[src/hdl/vshp_pkg.sv]
// ----------------------------------------------------------------------------
// vshp_pkg - slice header parser shared types
// Beat, result and register types, element ids, element kinds and the small
// modulo-five helpers used by the parser.
// ----------------------------------------------------------------------------
package vshp_pkg;

    localparam int unsigned FIELD_ID_W   = 4;
    localparam int unsigned VALUE_W      = 33;
    localparam int unsigned ACC_W        = 32;
    localparam int unsigned CNT_W        = 5;
    localparam int unsigned MOD5_W       = 3;
    localparam int unsigned CFG_INDEX_W  = 3;
    localparam int unsigned CFG_DATA_W   = 4;
    localparam int unsigned IN_TDATA_W   = 8;
    localparam int unsigned IN_TUSER_W   = 2;
    localparam int unsigned OUT_TDATA_W  = 40;
    localparam int unsigned OUT_PAD_W    = OUT_TDATA_W - FIELD_ID_W - VALUE_W;
    localparam int unsigned NUM_ELEMS    = 16;

    localparam int unsigned QUEUE_DEPTH_DEFAULT = 4;

    // Register indexes on the configuration channel
    localparam logic [CFG_INDEX_W-1:0] REG_FRAMES_ONLY     = 3'd0;
    localparam logic [CFG_INDEX_W-1:0] REG_FRAME_NUM_BITS  = 3'd1;
    localparam logic [CFG_INDEX_W-1:0] REG_POC_TYPE        = 3'd2;
    localparam logic [CFG_INDEX_W-1:0] REG_POC_LSB_BITS    = 3'd3;
    localparam logic [CFG_INDEX_W-1:0] REG_DELTA_POC_ZERO  = 3'd4;
    localparam logic [CFG_INDEX_W-1:0] REG_POC_BOTTOM      = 3'd5;
    localparam logic [CFG_INDEX_W-1:0] REG_REDUNDANT_CNT   = 3'd6;

    // Slice header element ids, in syntax order
    localparam logic [FIELD_ID_W-1:0] ID_FIRST_MB       = 4'd0;
    localparam logic [FIELD_ID_W-1:0] ID_SLICE_TYPE     = 4'd1;
    localparam logic [FIELD_ID_W-1:0] ID_PPS_ID         = 4'd2;
    localparam logic [FIELD_ID_W-1:0] ID_FRAME_NUM      = 4'd3;
    localparam logic [FIELD_ID_W-1:0] ID_FIELD_PIC      = 4'd4;
    localparam logic [FIELD_ID_W-1:0] ID_BOTTOM_FIELD   = 4'd5;
    localparam logic [FIELD_ID_W-1:0] ID_IDR_PIC_ID     = 4'd6;
    localparam logic [FIELD_ID_W-1:0] ID_POC_LSB        = 4'd7;
    localparam logic [FIELD_ID_W-1:0] ID_DELTA_BOTTOM   = 4'd8;
    localparam logic [FIELD_ID_W-1:0] ID_DELTA_POC0     = 4'd9;
    localparam logic [FIELD_ID_W-1:0] ID_DELTA_POC1     = 4'd10;
    localparam logic [FIELD_ID_W-1:0] ID_REDUNDANT_CNT  = 4'd11;
    localparam logic [FIELD_ID_W-1:0] ID_DIRECT_SPATIAL = 4'd12;
    localparam logic [FIELD_ID_W-1:0] ID_OVERRIDE       = 4'd13;
    localparam logic [FIELD_ID_W-1:0] ID_NUM_REF_L0     = 4'd14;
    localparam logic [FIELD_ID_W-1:0] ID_NUM_REF_L1     = 4'd15;

    // Slice classes (slice type modulo five)
    localparam logic [MOD5_W-1:0] CLASS_P  = 3'd0;
    localparam logic [MOD5_W-1:0] CLASS_B  = 3'd1;
    localparam logic [MOD5_W-1:0] CLASS_SP = 3'd3;

    typedef enum logic [2:0] {
        KIND_UE     = 3'd0,
        KIND_SE     = 3'd1,
        KIND_U1     = 3'd2,
        KIND_UFRAME = 3'd3,
        KIND_UPOC   = 3'd4
    } elem_kind_t;

    typedef struct packed {
        logic       frames_only;
        logic [3:0] frame_num_bits_minus4;
        logic [1:0] poc_type;
        logic [3:0] poc_lsb_bits_minus4;
        logic       delta_poc_always_zero;
        logic       poc_bottom_present;
        logic       redundant_count_present;
    } cfg_t;

    typedef struct packed {
        logic start_req;
        logic idr;
        logic bit_in;
    } beat_t;

    typedef struct packed {
        logic [FIELD_ID_W-1:0] field_id;
        logic [VALUE_W-1:0]    value;
        logic                  last;
        logic                  error;
    } result_t;

    function automatic elem_kind_t elem_kind(input logic [FIELD_ID_W-1:0] id);
        elem_kind_t k;
        case (id)
            ID_FRAME_NUM:                                   k = KIND_UFRAME;
            ID_POC_LSB:                                     k = KIND_UPOC;
            ID_FIELD_PIC, ID_BOTTOM_FIELD,
            ID_DIRECT_SPATIAL, ID_OVERRIDE:                 k = KIND_U1;
            ID_DELTA_BOTTOM, ID_DELTA_POC0, ID_DELTA_POC1:  k = KIND_SE;
            default:                                        k = KIND_UE;
        endcase
        return k;
    endfunction

    // x mod 5 for x below 16
    function automatic logic [MOD5_W-1:0] mod5_small(input logic [3:0] x);
        logic [MOD5_W-1:0] r;
        case (x)
            4'd0, 4'd5, 4'd10, 4'd15: r = 3'd0;
            4'd1, 4'd6, 4'd11:        r = 3'd1;
            4'd2, 4'd7, 4'd12:        r = 3'd2;
            4'd3, 4'd8, 4'd13:        r = 3'd3;
            default:                  r = 3'd4;
        endcase
        return r;
    endfunction

    // (2r + b) mod 5
    function automatic logic [MOD5_W-1:0] dbl_mod5(input logic [MOD5_W-1:0] r,
                                                   input logic b);
        return mod5_small({r, b});
    endfunction

endpackage

[src/hdl/vshp_front.sv]
// ----------------------------------------------------------------------------
// vshp_front - input side of the slice header parser
// Accepts bitstream beats, unpacks them and holds them in a short queue
// for the decoder.
// ----------------------------------------------------------------------------
module vshp_front #(
    parameter int unsigned QUEUE_DEPTH = vshp_pkg::QUEUE_DEPTH_DEFAULT
) (
    input  logic                             clk,
    input  logic                             rst_n,
    input  logic                             s_axis_tvalid,
    output logic                             s_axis_tready,
    input  logic [vshp_pkg::IN_TDATA_W-1:0]  s_axis_tdata,   // [0] bit_in
    input  logic [vshp_pkg::IN_TUSER_W-1:0]  s_axis_tuser,   // [0] start_req, [1] idr
    output logic                             q_valid,
    output vshp_pkg::beat_t                  q_beat,
    input  logic                             q_pop
);
    import vshp_pkg::*;

    localparam int unsigned PTR_W   = (QUEUE_DEPTH > 1) ? $clog2(QUEUE_DEPTH) : 1;
    localparam int unsigned COUNT_W = $clog2(QUEUE_DEPTH + 1);

    beat_t              queue_reg [QUEUE_DEPTH];
    logic [PTR_W-1:0]   wr_ptr_reg, wr_ptr_next;
    logic [PTR_W-1:0]   rd_ptr_reg, rd_ptr_next;
    logic [COUNT_W-1:0] count_reg, count_next;
    logic               push;
    logic               pop;
    beat_t              in_beat;

    assign in_beat.start_req = s_axis_tuser[0];
    assign in_beat.idr       = s_axis_tuser[1];
    assign in_beat.bit_in    = s_axis_tdata[0];

    assign s_axis_tready = (count_reg != COUNT_W'(QUEUE_DEPTH));
    assign push          = s_axis_tvalid && s_axis_tready;
    assign q_valid       = (count_reg != '0);
    assign pop           = q_pop && q_valid;
    assign q_beat        = queue_reg[rd_ptr_reg];

    // Wrap pointers at the queue depth
    always_comb
    begin
        wr_ptr_next = wr_ptr_reg;
        rd_ptr_next = rd_ptr_reg;
        if (push)
        begin
            wr_ptr_next = (wr_ptr_reg == PTR_W'(QUEUE_DEPTH - 1)) ? '0 : wr_ptr_reg + 1'b1;
        end
        if (pop)
        begin
            rd_ptr_next = (rd_ptr_reg == PTR_W'(QUEUE_DEPTH - 1)) ? '0 : rd_ptr_reg + 1'b1;
        end
        count_next = count_reg + COUNT_W'(push) - COUNT_W'(pop);
    end

    always_ff @(posedge clk)
    begin
        if (push)
        begin
            queue_reg[wr_ptr_reg] <= in_beat;
        end
    end

    always_ff @(posedge clk or negedge rst_n)
    begin
        if (!rst_n)
        begin
            wr_ptr_reg <= '0;
            rd_ptr_reg <= '0;
            count_reg  <= '0;
        end
        else
        begin
            wr_ptr_reg <= wr_ptr_next;
            rd_ptr_reg <= rd_ptr_next;
            count_reg  <= count_next;
        end
    end

endmodule

[src/hdl/vshp_back.sv]
// ----------------------------------------------------------------------------
// vshp_back - slice header element decoder
// Takes one queued bit per cycle while out_free is high, runs the Exp-Golomb
// and fixed-width reads and picks the next present element.
// ----------------------------------------------------------------------------
module vshp_back (
    input  logic              clk,
    input  logic              rst_n,
    input  vshp_pkg::cfg_t    cfg,
    input  logic              q_valid,
    input  vshp_pkg::beat_t   q_beat,
    output logic              q_pop,
    input  logic              out_free,
    output logic              res_valid,
    output vshp_pkg::result_t res
);
    import vshp_pkg::*;

    typedef enum logic [3:0] {
        PH_IDLE   = 4'b0001,
        PH_PREFIX = 4'b0010,
        PH_SUFFIX = 4'b0100,
        PH_FIXED  = 4'b1000
    } phase_t;

    phase_t                phase_reg, phase_next;
    logic [FIELD_ID_W-1:0] id_reg, id_next;
    logic [CNT_W-1:0]      zc_reg, zc_next;
    logic [CNT_W-1:0]      bl_reg, bl_next;
    logic [ACC_W-1:0]      acc_reg, acc_next;
    logic [MOD5_W-1:0]     p_reg, p_next;      // 2^zero_count mod 5
    logic [MOD5_W-1:0]     r_reg, r_next;      // suffix mod 5
    logic [MOD5_W-1:0]     cls_reg, cls_next;
    logic                  fpic_reg, fpic_next;
    logic                  ovr_reg, ovr_next;
    logic                  idr_reg, idr_next;

    phase_t                e_phase;
    logic [FIELD_ID_W-1:0] e_id;
    logic [CNT_W-1:0]      e_zc, e_bl;
    logic [ACC_W-1:0]      e_acc;
    logic [MOD5_W-1:0]     e_p, e_r, e_cls;
    logic                  e_fpic, e_ovr, e_idr;
    logic                  fresh;
    elem_kind_t            kind, nkind;
    logic [ACC_W-1:0]      acc_sh, acc_src, sv;
    logic [MOD5_W-1:0]     r_sh, r_src, code_mod5;
    logic [VALUE_W-1:0]    mag;
    logic [VALUE_W-1:0]    code_val;
    logic                  done;
    logic                  err;
    logic                  pred;
    logic                  d0;
    logic [NUM_ELEMS-1:0]  present;
    logic                  found;
    logic [FIELD_ID_W-1:0] nid;

    assign q_pop = q_valid && out_free;
    assign fresh = q_pop && q_beat.start_req;

    // Start of a header overrides the held state
    always_comb
    begin
        e_phase = fresh ? PH_PREFIX   : phase_reg;
        e_id    = fresh ? ID_FIRST_MB : id_reg;
        e_zc    = fresh ? '0          : zc_reg;
        e_bl    = fresh ? '0          : bl_reg;
        e_acc   = fresh ? '0          : acc_reg;
        e_p     = fresh ? 3'd1        : p_reg;
        e_r     = fresh ? '0          : r_reg;
        e_cls   = fresh ? '0          : cls_reg;
        e_fpic  = fresh ? 1'b0        : fpic_reg;
        e_ovr   = fresh ? 1'b0        : ovr_reg;
        e_idr   = fresh ? q_beat.idr  : idr_reg;
    end

    assign kind   = elem_kind(e_id);
    assign acc_sh = {e_acc[ACC_W-2:0], q_beat.bit_in};
    assign r_sh   = dbl_mod5(e_r, q_beat.bit_in);

    // Exp-Golomb value: code = 2^zc - 1 + suffix
    assign acc_src   = (e_phase == PH_SUFFIX) ? acc_sh : '0;
    assign r_src     = (e_phase == PH_SUFFIX) ? r_sh : '0;
    assign sv        = (ACC_W'(1) << e_zc) | acc_src;
    assign mag       = {2'b00, sv[ACC_W-1:1]};
    assign code_mod5 = mod5_small(4'({1'b0, e_p}) + 4'({1'b0, r_src}) + 4'd4);

    always_comb
    begin
        case (kind)
            KIND_UE:
            begin
                code_val = {1'b0, sv - ACC_W'(1)};
            end
            KIND_SE:
            begin
                code_val = acc_src[0] ? (~mag + VALUE_W'(1)) : mag;
            end
            default:
            begin
                code_val = {1'b0, acc_sh};
            end
        endcase
    end

    always_comb
    begin
        phase_next = e_phase;
        id_next    = e_id;
        zc_next    = e_zc;
        bl_next    = e_bl;
        acc_next   = e_acc;
        p_next     = e_p;
        r_next     = e_r;
        cls_next   = e_cls;
        fpic_next  = e_fpic;
        ovr_next   = e_ovr;
        idr_next   = e_idr;
        done       = 1'b0;
        err        = 1'b0;

        if (q_pop)
        begin
            case (e_phase)
                PH_FIXED:
                begin
                    if (e_bl <= CNT_W'(1))
                    begin
                        done = 1'b1;
                    end
                    else
                    begin
                        bl_next  = e_bl - 1'b1;
                        acc_next = acc_sh;
                    end
                end
                PH_PREFIX:
                begin
                    if (!q_beat.bit_in)
                    begin
                        if (e_zc == '1)
                        begin
                            err        = 1'b1;
                            phase_next = PH_IDLE;
                        end
                        else
                        begin
                            zc_next = e_zc + 1'b1;
                            p_next  = dbl_mod5(e_p, 1'b0);
                        end
                    end
                    else if (e_zc == '0)
                    begin
                        done = 1'b1;
                    end
                    else
                    begin
                        phase_next = PH_SUFFIX;
                        bl_next    = e_zc;
                        acc_next   = '0;
                        r_next     = '0;
                    end
                end
                PH_SUFFIX:
                begin
                    if (e_bl <= CNT_W'(1))
                    begin
                        done = 1'b1;
                    end
                    else
                    begin
                        bl_next  = e_bl - 1'b1;
                        acc_next = acc_sh;
                        r_next   = r_sh;
                    end
                end
                default:
                begin
                end
            endcase

            if (done)
            begin
                case (e_id)
                    ID_SLICE_TYPE: cls_next  = code_mod5;
                    ID_FIELD_PIC:  fpic_next = q_beat.bit_in;
                    ID_OVERRIDE:   ovr_next  = q_beat.bit_in;
                    default:
                    begin
                    end
                endcase
            end
        end

        // Presence of each element under the updated header state
        pred = (cls_next == CLASS_P) || (cls_next == CLASS_B) || (cls_next == CLASS_SP);
        d0   = (cfg.poc_type == 2'd1) && !cfg.delta_poc_always_zero;
        present = '0;
        present[ID_FIRST_MB]       = 1'b1;
        present[ID_SLICE_TYPE]     = 1'b1;
        present[ID_PPS_ID]         = 1'b1;
        present[ID_FRAME_NUM]      = 1'b1;
        present[ID_FIELD_PIC]      = !cfg.frames_only;
        present[ID_BOTTOM_FIELD]   = !cfg.frames_only && fpic_next;
        present[ID_IDR_PIC_ID]     = idr_next;
        present[ID_POC_LSB]        = (cfg.poc_type == 2'd0);
        present[ID_DELTA_BOTTOM]   = (cfg.poc_type == 2'd0) && cfg.poc_bottom_present
                                     && !fpic_next;
        present[ID_DELTA_POC0]     = d0;
        present[ID_DELTA_POC1]     = d0 && cfg.poc_bottom_present && !fpic_next;
        present[ID_REDUNDANT_CNT]  = cfg.redundant_count_present;
        present[ID_DIRECT_SPATIAL] = (cls_next == CLASS_B);
        present[ID_OVERRIDE]       = pred;
        present[ID_NUM_REF_L0]     = pred && ovr_next;
        present[ID_NUM_REF_L1]     = pred && ovr_next && (cls_next == CLASS_B);

        found = 1'b0;
        nid   = '0;
        for (int j = 0; j < NUM_ELEMS; j++)
        begin
            if (!found && (FIELD_ID_W'(j) > e_id) && present[j])
            begin
                found = 1'b1;
                nid   = FIELD_ID_W'(j);
            end
        end
        nkind = elem_kind(nid);

        if (done)
        begin
            if (found)
            begin
                // Open the next element
                id_next  = nid;
                zc_next  = '0;
                acc_next = '0;
                p_next   = 3'd1;
                r_next   = '0;
                case (nkind)
                    KIND_U1:
                    begin
                        phase_next = PH_FIXED;
                        bl_next    = CNT_W'(1);
                    end
                    KIND_UFRAME:
                    begin
                        phase_next = PH_FIXED;
                        bl_next    = CNT_W'(cfg.frame_num_bits_minus4) + CNT_W'(4);
                    end
                    KIND_UPOC:
                    begin
                        phase_next = PH_FIXED;
                        bl_next    = CNT_W'(cfg.poc_lsb_bits_minus4) + CNT_W'(4);
                    end
                    default:
                    begin
                        phase_next = PH_PREFIX;
                        bl_next    = '0;
                    end
                endcase
            end
            else
            begin
                phase_next = PH_IDLE;
            end
        end
    end

    assign res_valid    = done || err;
    assign res.field_id = e_id;
    assign res.value    = err ? '0 : code_val;
    assign res.last     = err || !found;
    assign res.error    = err;

    always_ff @(posedge clk)
    begin
        id_reg   <= id_next;
        zc_reg   <= zc_next;
        bl_reg   <= bl_next;
        acc_reg  <= acc_next;
        p_reg    <= p_next;
        r_reg    <= r_next;
    end

    always_ff @(posedge clk or negedge rst_n)
    begin
        if (!rst_n)
        begin
            phase_reg <= PH_IDLE;
            cls_reg   <= '0;
            fpic_reg  <= 1'b0;
            ovr_reg   <= 1'b0;
            idr_reg   <= 1'b0;
        end
        else
        begin
            phase_reg <= phase_next;
            cls_reg   <= cls_next;
            fpic_reg  <= fpic_next;
            ovr_reg   <= ovr_next;
            idr_reg   <= idr_next;
        end
    end

endmodule

[src/hdl/video_slice_header_parser.sv]
// Output path: the beat that completes an element is written to the queue,
//   then decoded into the output register that drives the master side.
// Throughput: one bitstream beat per cycle, set by the single-bit decode step,
//   while the output register can take a result.
// Reset: rst_n clears the queue, the output register and the parser (idle,
//   waiting for start_req); registers return to frames_only = 1, others 0.
// ----------------------------------------------------------------------------
// video_slice_header_parser - leading H.264 slice header element parser
// Decodes ue, se and fixed-width slice header elements from a serial bit
// stream and emits each element with its id and value.
// ----------------------------------------------------------------------------
module video_slice_header_parser #(
    parameter int unsigned QUEUE_DEPTH = vshp_pkg::QUEUE_DEPTH_DEFAULT
) (
    input  logic                              clk,
    input  logic                              rst_n,
    // Bitstream input
    input  logic                              s_axis_tvalid,
    output logic                              s_axis_tready,
    input  logic [vshp_pkg::IN_TDATA_W-1:0]   s_axis_tdata,  // [0] bit_in, rest zero
    input  logic [vshp_pkg::IN_TUSER_W-1:0]   s_axis_tuser,  // [0] start_req, [1] idr
    // Decoded elements
    output logic                              m_axis_tvalid,
    input  logic                              m_axis_tready,
    output logic [vshp_pkg::OUT_TDATA_W-1:0]  m_axis_tdata,  // [3:0] field_id,
                                                             // [36:4] value, rest zero
    output logic                              m_axis_tlast,  // last element of header
    output logic                              m_axis_tuser,  // [0] error
    // Register writes
    input  logic                              cfg_valid,
    output logic                              cfg_ready,
    input  logic [vshp_pkg::CFG_INDEX_W-1:0]  cfg_index,
    input  logic [vshp_pkg::CFG_DATA_W-1:0]   cfg_data
);
    import vshp_pkg::*;

    cfg_t    cfg_reg, cfg_next;
    logic    out_valid_reg, out_valid_next;
    result_t out_reg;
    logic    q_valid;
    beat_t   q_beat;
    logic    q_pop;
    logic    out_free;
    logic    res_valid;
    result_t res;

    // ------------------------------------------------------------------
    // Register file: always ready, writes take effect on the next cycle
    // ------------------------------------------------------------------
    assign cfg_ready = 1'b1;

    always_comb
    begin
        cfg_next = cfg_reg;
        if (cfg_valid && cfg_ready)
        begin
            case (cfg_index)
                REG_FRAMES_ONLY:    cfg_next.frames_only             = cfg_data[0];
                REG_FRAME_NUM_BITS: cfg_next.frame_num_bits_minus4   = cfg_data;
                REG_POC_TYPE:       cfg_next.poc_type                = cfg_data[1:0];
                REG_POC_LSB_BITS:   cfg_next.poc_lsb_bits_minus4     = cfg_data;
                REG_DELTA_POC_ZERO: cfg_next.delta_poc_always_zero   = cfg_data[0];
                REG_POC_BOTTOM:     cfg_next.poc_bottom_present      = cfg_data[0];
                REG_REDUNDANT_CNT:  cfg_next.redundant_count_present = cfg_data[0];
                default:
                begin
                    // unmapped index: drop the write
                end
            endcase
        end
    end

    always_ff @(posedge clk or negedge rst_n)
    begin
        if (!rst_n)
        begin
            cfg_reg                         <= '0;
            cfg_reg.frames_only             <= 1'b1;
        end
        else
        begin
            cfg_reg <= cfg_next;
        end
    end

    // ------------------------------------------------------------------
    // Front: accept beats into the queue
    // ------------------------------------------------------------------
    vshp_front #(
        .QUEUE_DEPTH (QUEUE_DEPTH)
    ) u_front (
        .clk           (clk),
        .rst_n         (rst_n),
        .s_axis_tvalid (s_axis_tvalid),
        .s_axis_tready (s_axis_tready),
        .s_axis_tdata  (s_axis_tdata),
        .s_axis_tuser  (s_axis_tuser),
        .q_valid       (q_valid),
        .q_beat        (q_beat),
        .q_pop         (q_pop)
    );

    // ------------------------------------------------------------------
    // Back: decode one bit per cycle whenever the output register can
    // take a result in the same cycle
    // ------------------------------------------------------------------
    assign out_free = !out_valid_reg || m_axis_tready;

    vshp_back u_back (
        .clk       (clk),
        .rst_n     (rst_n),
        .cfg       (cfg_reg),
        .q_valid   (q_valid),
        .q_beat    (q_beat),
        .q_pop     (q_pop),
        .out_free  (out_free),
        .res_valid (res_valid),
        .res       (res)
    );

    // ------------------------------------------------------------------
    // Output register: load a new result when free, hold while stalled
    // ------------------------------------------------------------------
    always_comb
    begin
        out_valid_next = out_valid_reg;
        if (out_free)
        begin
            out_valid_next = res_valid;
        end
    end

    always_ff @(posedge clk)
    begin
        if (out_free && res_valid)
        begin
            out_reg <= res;
        end
    end

    always_ff @(posedge clk or negedge rst_n)
    begin
        if (!rst_n)
        begin
            out_valid_reg <= 1'b0;
        end
        else
        begin
            out_valid_reg <= out_valid_next;
        end
    end

    assign m_axis_tvalid = out_valid_reg;
    assign m_axis_tdata  = {{OUT_PAD_W{1'b0}}, out_reg.value, out_reg.field_id};
    assign m_axis_tlast  = out_reg.last;
    assign m_axis_tuser  = out_reg.error;

endmodule

[config.mk]
export PLATFORM = sky130hd
export DESIGN_NAME = video_slice_header_parser
export DESIGN_NICKNAME = d
export VERILOG_FILES = /design/src/hdl/vshp_pkg.sv /design/src/hdl/vshp_front.sv /design/src/hdl/vshp_back.sv /design/src/hdl/video_slice_header_parser.sv
export SDC_FILE = /design/constraint.sdc
export NUM_CORES = 1
export LEC_CHECK = 0
export ABC_CLOCK_PERIOD_IN_PS = 6400
export BUFFER_PORTS_ARGS = -buffer_cell sky130_fd_sc_hd__buf_2
export CORE_ASPECT_RATIO = 0.6
export CORE_UTILIZATION = 56
export CTS_CLUSTER_SIZE = 16
export DETAILED_ROUTE_END_ITERATION = 8
export PLACE_DENSITY_LB_ADDON = 0.3
export SYNTH_ARGS = -nofsm -noshare
export SYNTH_HDL_FRONTEND = slang
export SYNTH_SLANG_ARGS = --single-unit
export TNS_END_PERCENT = 20
[constraint.sdc]
create_clock -name clk -period 6.4 [get_ports clk]
set_input_delay 0.64 -clock clk [delete_from_list [all_inputs] [get_ports clk]]
set_output_delay 0.64 -clock clk [all_outputs]
set_load 0.01 [all_outputs]
After elaboration in Yosys (flattened, before gate mapping)

Memories as Yosys holds them, arrays and structs flattened.
Cells that the tools add are included.

Mux-type cells: 114
Divide/modulo/power cells: 0
$add $sub $neg: 12
Bitwise gates (word level): 2
$mul: 0
Equality and inequality tests: 28
$lt $le $gt $ge: 17
Reduce and logical (&&, ||, !) cells: 83
Shift operators: 1

Operators by type and width:

| cell                    | count |
|---|---|
| $mux W32                | 8 |
| $mux W4                 | 20 |
| $mux W5                 | 14 |
| $mux W3                 | 23 |
| $pmux W33 S2            | 1 |
| $pmux W32 S2            | 1 |
| $logic_and A1 B1 Y1     | 40 |
| $mux W1                 | 37 |
| $add A33 B1 Y33 const B | 1 |
| $mux W33                | 1 |
| $not A31 Y33            | 1 |
| $gt A4 B4 Y1 const A    | 8 |
| $or A32 B32 Y32         | 1 |
| $shl A1 B5 Y32 const A  | 1 |
| $sub A32 B1 Y32 const B | 1 |
| $eq A3 B3 Y1 const B    | 7 |
| $logic_not A1 Y1        | 20 |
| $eq A3 B2 Y1 const B    | 6 |
| $gt A3 B4 Y1 const A    | 4 |
| $pmux W5 S3             | 1 |
| $reduce_and A2 Y1       | 7 |
| $eq A3 B1 Y1 const B    | 4 |
| $logic_not A3 Y1        | 4 |
| $pmux W3 S4             | 1 |
| other kinds (29)        | 45 |

Word-level logic and storage cells: 288
Output and inout port bits: 45
Bits in latches: 0
Bits of input ports: 22
Memory bits (writable): 12
Memories kept: 5
Flip-flop bits (word level): 123
Bits in read-only memories: 192

Memories:

| memory            | words | bits a word | rd ports | clocked after memory_dff | write ports | line             | text |
|---|---|---|---|---|---|---|---|
| (name not given)  | 16    | 3           | 1        | 0                        | 0           | vshp_pkg.sv:102  | `case (x)` |
| (name not given)  | 16    | 3           | 1        | 0                        | 0           | vshp_pkg.sv:102  |  |
| (name not given)  | 16    | 3           | 1        | 0                        | 0           | vshp_pkg.sv:88   | `case (id)` |
| (name not given)  | 16    | 3           | 1        | 0                        | 0           | vshp_pkg.sv:88   |  |
| u_front.queue_reg | 4     | 3           | 1        | 0                        | 1           | vshp_front.sv:24 | `beat_t queue_reg [QUEUE_DEPTH];` |

Depth between registers and ports, before layout

An unclocked memory read counts as a cell.

Word-level depth: 70
Mapped depth: 30
Depth with buffers taken out: 22

Cells and area by module

Synthesis repeated with hierarchy kept, for this count alone.

Cell total of the unflattened synthesis: 1029
Area, all modules: 9042.4 sq um

By module, submodules not included:

| module                    | sequential area each (sq um) | cells each | area an instance (sq um) | instances |
|---|---|---|---|---|
| vshp_back                 | 1272.5                       | 887        | 6274.8                   | 1 |
| video_slice_header_parser | 1547.7                       | 84         | 1853.0                   | 1 |
| vshp_front                | 535.5                        | 58         | 914.6                    | 1 |

Worst setup path after synthesis

Ideal clock, no wire load.

Path kind: register -> register
Start: reg u_front.rd_ptr_reg[0]
End: reg u_back.r_reg[1]
Slack: -0.034 ns
Library setup time: 0.064 ns
Buffers on the path: 8
Cell stages (with the launch flop): 30
Data required time: 6.336 ns
Clock period less this slack: 6.434 ns
Arrival: 6.370 ns
Cells stage by stage: dfrtp_1 buf_6 mux4_2 buf_6 nand3_1 buf_2 clkbuf_1 clkbuf_1 clkbuf_1 nand2_1 inv_1 ha_1 nor2_1 a21oi_1 nor2_1 a311oi_1 ha_1 ha_1 inv_1 fa_1 xor2_1 mux4_2 o211ai_1 mux2_2 a21oi_1 o41a_1 or2_1 buf_6 buf_12 nor2_4

Word-level cells in the longest chain between the ends: 64
Elaborated cells on any way between the ends: 133
Classes of those cells: add/sub: 2; order compare: 17; eq/ne: 8; mux: 49; reduce/logical: 54; memory: 3

Ends and longest elaborated chain:

| item                              | line             | text |
|---|---|---|
| from (decl)                       | vshp_front.sv:26 | `logic [PTR_W-1:0] rd_ptr_reg, rd_ptr_next;` |
| from (signal assigned)            | vshp_front.sv:77 | `rd_ptr_reg <= rd_ptr_next;` |
| $mem_v2 Z4 W3 (*)                 | n/a              |  |
| $logic_and A1 B1 Y1               | vshp_back.sv:59  | `assign fresh = q_pop && q_beat.start_req;` |
| $mux W4                           | vshp_back.sv:65  | `e_id = fresh ? ID_FIRST_MB : id_reg;` |
| $gt A1 B4 Y1                      | vshp_back.sv:221 | `if (!found && (FIELD_ID_W'(j) > e_id) && present[j])` |
| $mux W1                           | vshp_back.sv:221 |  |
| $logic_not A1 Y1                  | vshp_back.sv:221 |  |
| $logic_and A1 B1 Y1               | vshp_back.sv:221 |  |
| $mux W1                           | vshp_back.sv:221 |  |
| (+47 left out)                    | n/a              |  |
| $logic_and A1 B1 Y1 (2 in series) | vshp_back.sv:221 |  |
| $mux W1                           | vshp_back.sv:221 |  |
| $logic_not A1 Y1                  | vshp_back.sv:221 |  |
| $logic_and A1 B1 Y1 (2 in series) | vshp_back.sv:221 |  |
| $mux W1                           | vshp_back.sv:221 |  |
| $mux W3                           | vshp_back.sv:231 | `if (found)` |
| $mux W3 (*)                       | vshp_back.sv:229 | `if (done)` |
| net u_back.r_next[1]              | vshp_back.sv:32  | `logic [MOD5_W-1:0] r_reg, r_next;` |
| to (signal assigned)              | vshp_back.sv:282 | `r_reg <= r_next;` |
| to (decl)                         | vshp_back.sv:32  |  |

The timed path passes the listed nets; every way through them passes the cells marked *. The select of a mux whose other input is x is not followed.
A chain may end at the register's enable or synchronous reset.

Final worst setup path

Start: reg u_front.rd_ptr_reg[0]
End: reg u_back.bl_reg[4]

Word-level cells in the longest chain between the ends: 67
Elaborated cells on any way between the ends: 154
Classes of those cells: add/sub: 3; order compare: 17; eq/ne: 11; mux: 65; reduce/logical: 54; memory: 4

Ends and longest elaborated chain:

| item                                         | line             | text |
|---|---|---|
| $mem_v2 Z4 W3 (*)                            | n/a              |  |
| $logic_and A1 B1 Y1                          | vshp_back.sv:59  |  |
| $mux W4                                      | vshp_back.sv:65  |  |
| $gt A1 B4 Y1                                 | vshp_back.sv:221 |  |
| $mux W1                                      | vshp_back.sv:221 |  |
| $logic_not A1 Y1                             | vshp_back.sv:221 |  |
| $logic_and A1 B1 Y1                          | vshp_back.sv:221 |  |
| $mux W1                                      | vshp_back.sv:221 |  |
| (+51 left out)                               | n/a              |  |
| $logic_and A1 B1 Y1 (2 in series)            | vshp_back.sv:221 |  |
| $mux W4                                      | vshp_back.sv:221 |  |
| $mem_v2 Z16 W3                               | n/a              |  |
| $eq A3 B3 Y1 or $eq A3 B2 Y1 (tied branches) | vshp_back.sv:239 | `case (nkind)` |
| $pmux W5 S3                                  | vshp_back.sv:239 |  |
| $mux W5                                      | vshp_back.sv:231 |  |
| $mux W5 (*)                                  | vshp_back.sv:229 |  |
| net u_back.bl_next[4]                        | vshp_back.sv:29  | `logic [CNT_W-1:0] bl_reg, bl_next;` |
| to (signal assigned)                         | vshp_back.sv:279 | `bl_reg <= bl_next;` |
| to (decl)                                    | vshp_back.sv:29  |  |

Marked as above.

==> impl_results.md <==
- Slew HR: between 20% and 30%
- GP Congestion: 0.958
- Max frequency: 168 MHz
- Max Cap Viol: 0
- DR vias/cell: between 6 and 7
- Sequential power share: a little over a quarter
- First-pass GRT wire length: ~44 mm
- WL final: 27.3 mm
- Clock sink count: 134
- Cell count along the critical path: 22
- Core area: between 0.015 and 0.02 mm²
- Critical path type: flip-flop to flip-flop
- Slew @ Worst Pin: approximately 1.1 ns
- Top post-synthesis cells by area: edfxtp_1 (16%), dfxtp_1 (11%), dfrtp_1 (8.1%)
- Final std cells w/o fill: about 1300
- Fin nets: between 1000 and 1500
- Final Critical Period: roughly 6.0 ns
- Synthesized area: between 0.009 and 0.01 mm²
- CP Launch Type: flip-flop
- H-tree depth: 4
- CTS max path bufs: 2
- Main synth FF type: edfxtp_1
- Critical Path Fanout Max: 28
- Worst R2R End: u_back.bl_reg[4]
- Clock latency at the later pin of the worst-skew pair: approximately 0.43 ns
- Util after Layout: 63.3%
- Slowest CP cell: mux4_2
- Family with the most delay on the worst path: compound AO/OA/AOI/OAI gates
- Critical Path End Type: flip-flop
- GRT Total Usage: between 30% and 40%
- Cell variety after synth: 85
- I/O pin cnt: 67
- Largest net degree at the start of global routing: 49
- Die area: around 0.017 mm²
- R2R Path Start: u_front.rd_ptr_reg[0]
- Diode count: 0
- Initial antenna violation count: 0
- Critical path endpoint: u_back.bl_reg[4]
- Gr ovfl total: 0
- Final period util: 93.0%
- Post-synth EDFFs: a little over 50
- Share of layout cells above drive strength 1: between 10% and 20%
- Final Max Slew Viols: 0
- Num rows: 36
- Synth Warn #: 0
- Worst r2r path cells: 22
- CP startpoint: u_front.rd_ptr_reg[0]
- Maximum VDD drop: approximately 240 µV
- Post-DP HPWL: between 15 and 20 mm
- PortBufs: 55
- RSZ-0062 raised after global routing: no
- Initial core utilization: between 50% and 60%
- Clock power share: about 18%
- Net Sw Frac: 48.6%
- Placed insts: roughly 1300
- CTS tree: built
- Yosys reg bits: between 100 and 150
- Worst path bufs/invs: 3
- Hold crit path type: input port to asynchronous set/reset pin
- Chip Width: around 170 µm
- Clk slew on worst S/H paths: 0.06 ns
- DRT Pass-1 Iters: 6
- Crit path required time: about 6.8 ns
- Number of CTS-inserted buffers: 17
- Hold Fails Final Rpt: 0
- Routed wire length per instance: about 21 µm
- Iteration-0 DRC Markers: approximately 1400
- Setup-failing EPs final: 0
- Clock Skew: 0.00780 ns
- Cells after Synth: approximately 1100
- Chain of cells forming the critical path: mux4_2 -> nand3_2 -> nand2_1 -> inv_1 -> ha_1 -> nor2_1 -> a21oi_1 -> nor2_1 -> a311oi_2 -> ha_1 -> ha_1 -> inv_1 -> fa_1 -> xor2_4 -> mux4_2 -> o211ai_1 -> mux2_2 -> a21oi_1 -> o41a_1 -> or2_2 -> buf_4 -> o22ai_1
- Switching power: about 2600 µW
- Routed Antenna Nets: 0
- # DRC: 0
- Arrival @ worst endpoint: between 6 and 7 ns
- Comb power frac: between 50% and 60%
- Outcome: finished, final reports clean
- Die Y: 102 µm
- Crit-path max cell delay: 0.60 ns
- Most used cell, CP: ha_1
- Vias in the first global route: around 8000
- Internal reg-to-reg setup slack: between 0.4 and 0.5 ns
- P_int: 2760 µW
- Largest register FFs: 37
- Synth async-reset ratio: about a quarter
- Via count: 8717
- Sequential share of the synthesized area: between 30% and 40%
- Fin Setup TNS: 0 ns
- Top-area cell type share of the netlist area: between 10% and 20%
- Leading area contributor after synthesis: edfxtp_1
- Synth-to-layout area growth: 10.5%
- Mean area per synthesized cell: 8.76 µm²
- Leak: around 0.0039 µW
- Power density cells: roughly 520 mW/mm²
- Clock root cell: clkbuf_16
[placed cells by master, fill, tap and decap left out, types with 16 or more instances in the layout]
master,instances
nand3_1,32
nand2_1,96
nor3_1,31
clkbuf_16,19
mux2_2,20
nor2_1,92
xor2_1,21
dfrtp_1,30
inv_1,39
and2_1,16
edfxtp_1,51
buf_2,55
a21oi_1,68
dfxtp_1,51
buf_4,22
a32oi_1,25
a22oi_1,62
a31oi_1,19
ha_1,29
and3_1,19
nor2_4,20
o21ai_0,58
xnor2_1,31
[routing by layer]
layer  vias up  global-route usage [%]  wire length [µm]
met5         -                       0                 0
met4         0                    7.41               374
met3        45                    12.9              3750
met2       590                    46.0             11000
met1      4067                    47.8             12200
li1       4015                       -                 -
[stage by stage]
| stage | total power (µW) | hold WS, ns | instance area (µm²) | setup slack, ns |
|---|---|---|---|---|
| after floorplan | 3550 | 0.344 | 9300 | 0.0365 |
| after global placement | 4250 | 0.486 | 9680 | 0.591 |
| after detailed placement | 4310 | 0.497 | 9680 | 0.445 |
| after CTS | 5270 | 0.299 | 10200 | 0.388 |
| after global routing | 5690 | 0.320 | 10300 | 0.0797 |
| final | 5380 | 0.275 | 10300 | 0.449 |
[worst register-to-register path, stage by stage, from the launching register on]
cell      delay, ns
dfrtp_1        0.51
mux4_2         0.59
nand3_2        0.16
nand2_1        0.12
inv_1          0.11
ha_1           0.19
nor2_1         0.05
a21oi_1        0.13
nor2_1         0.06
a311oi_2       0.33
ha_1           0.21
ha_1           0.13
inv_1          0.05
fa_1           0.45
xor2_4         0.30
mux4_2         0.60
o211ai_1       0.28
mux2_2         0.24
a21oi_1        0.11
o41a_1         0.41
or2_2          0.28
buf_4          0.34
o22ai_1        0.25
[power groups by stage]
stage                     Clock (µW)  Combinational (µW)  Sequential (µW)
final                            942                3000             1440
after detailed placement           0                2870             1440
after global routing             984                3240             1470
after CTS                        941                2900             1430
after global placement             0                2820             1440
after floorplan                    0                2100             1450
[logic make-up after synthesis]
kind of cell               Yosys count  share of synthesized area, %
AOI/OAI and AO/OA                  321                          23.6
xor gates and xnor gates            53                          5.00
adders and majority gates           31                          4.34
buffers and inverters              110                          5.36
DFF                                134                          36.1
muxes                               31                          4.15
other                                2                        0.0809
and+or+nand+nor                    378                          21.4
[area by class of cell]
| type | instances | area [µm²] |
|---|---|---|
| fill | 1405 | 5950 |
| clock inverter | 11 | 71.3 |
| multi-input combinational | 818 | 5490 |
| timing repair buffer | 77 | 440 |
| tap | 209 | 262 |
| sequential | 134 | 3360 |
| clock buffer | 21 | 493 |
| inverter | 40 | 150 |
[what timing repair did]
item,in CTS,in global routing
hold buffers,0,0
setup endpoints to repair,0,1
resized for setup,0,2
setup buffers,0,0
[cells in the mapped netlist (all sizes together) (7+ instances only)]
cell type	instances
clkbuf	48
a32oi	25
mux2	20
and2	18
ha	29
a21oi	68
a311oi	7
dfxtp	51
or3	12
nor3	33
dfrtp	30
a22oi	64
buf	22
o22ai	12
nand2	96
mux2i	7
xnor2	31
nor2	113
and3	19
nand4	12
nand3	33
a32o	7
nand2b	9
a221oi	7
edfxtp	51
o21ai	59
xor2	22
inv	40
a31oi	19
[worst min path at each step]
stage               cells after the start               endpoint  slack [ns]        start
floorplan                               0             cfg_reg[0]        0.34        rst_n
global placement                        1            cfg_reg[12]        0.49  cfg_reg[12]
detailed placement                      1             cfg_reg[6]        0.50   cfg_reg[6]
CTS                                     1  u_front.wr_ptr_reg[1]        0.30        rst_n
global route                            1  u_front.wr_ptr_reg[1]        0.32        rst_n
finish                                  1  u_front.wr_ptr_reg[1]        0.28        rst_n
No activity file was read; power rests on OpenSTA's default activity.
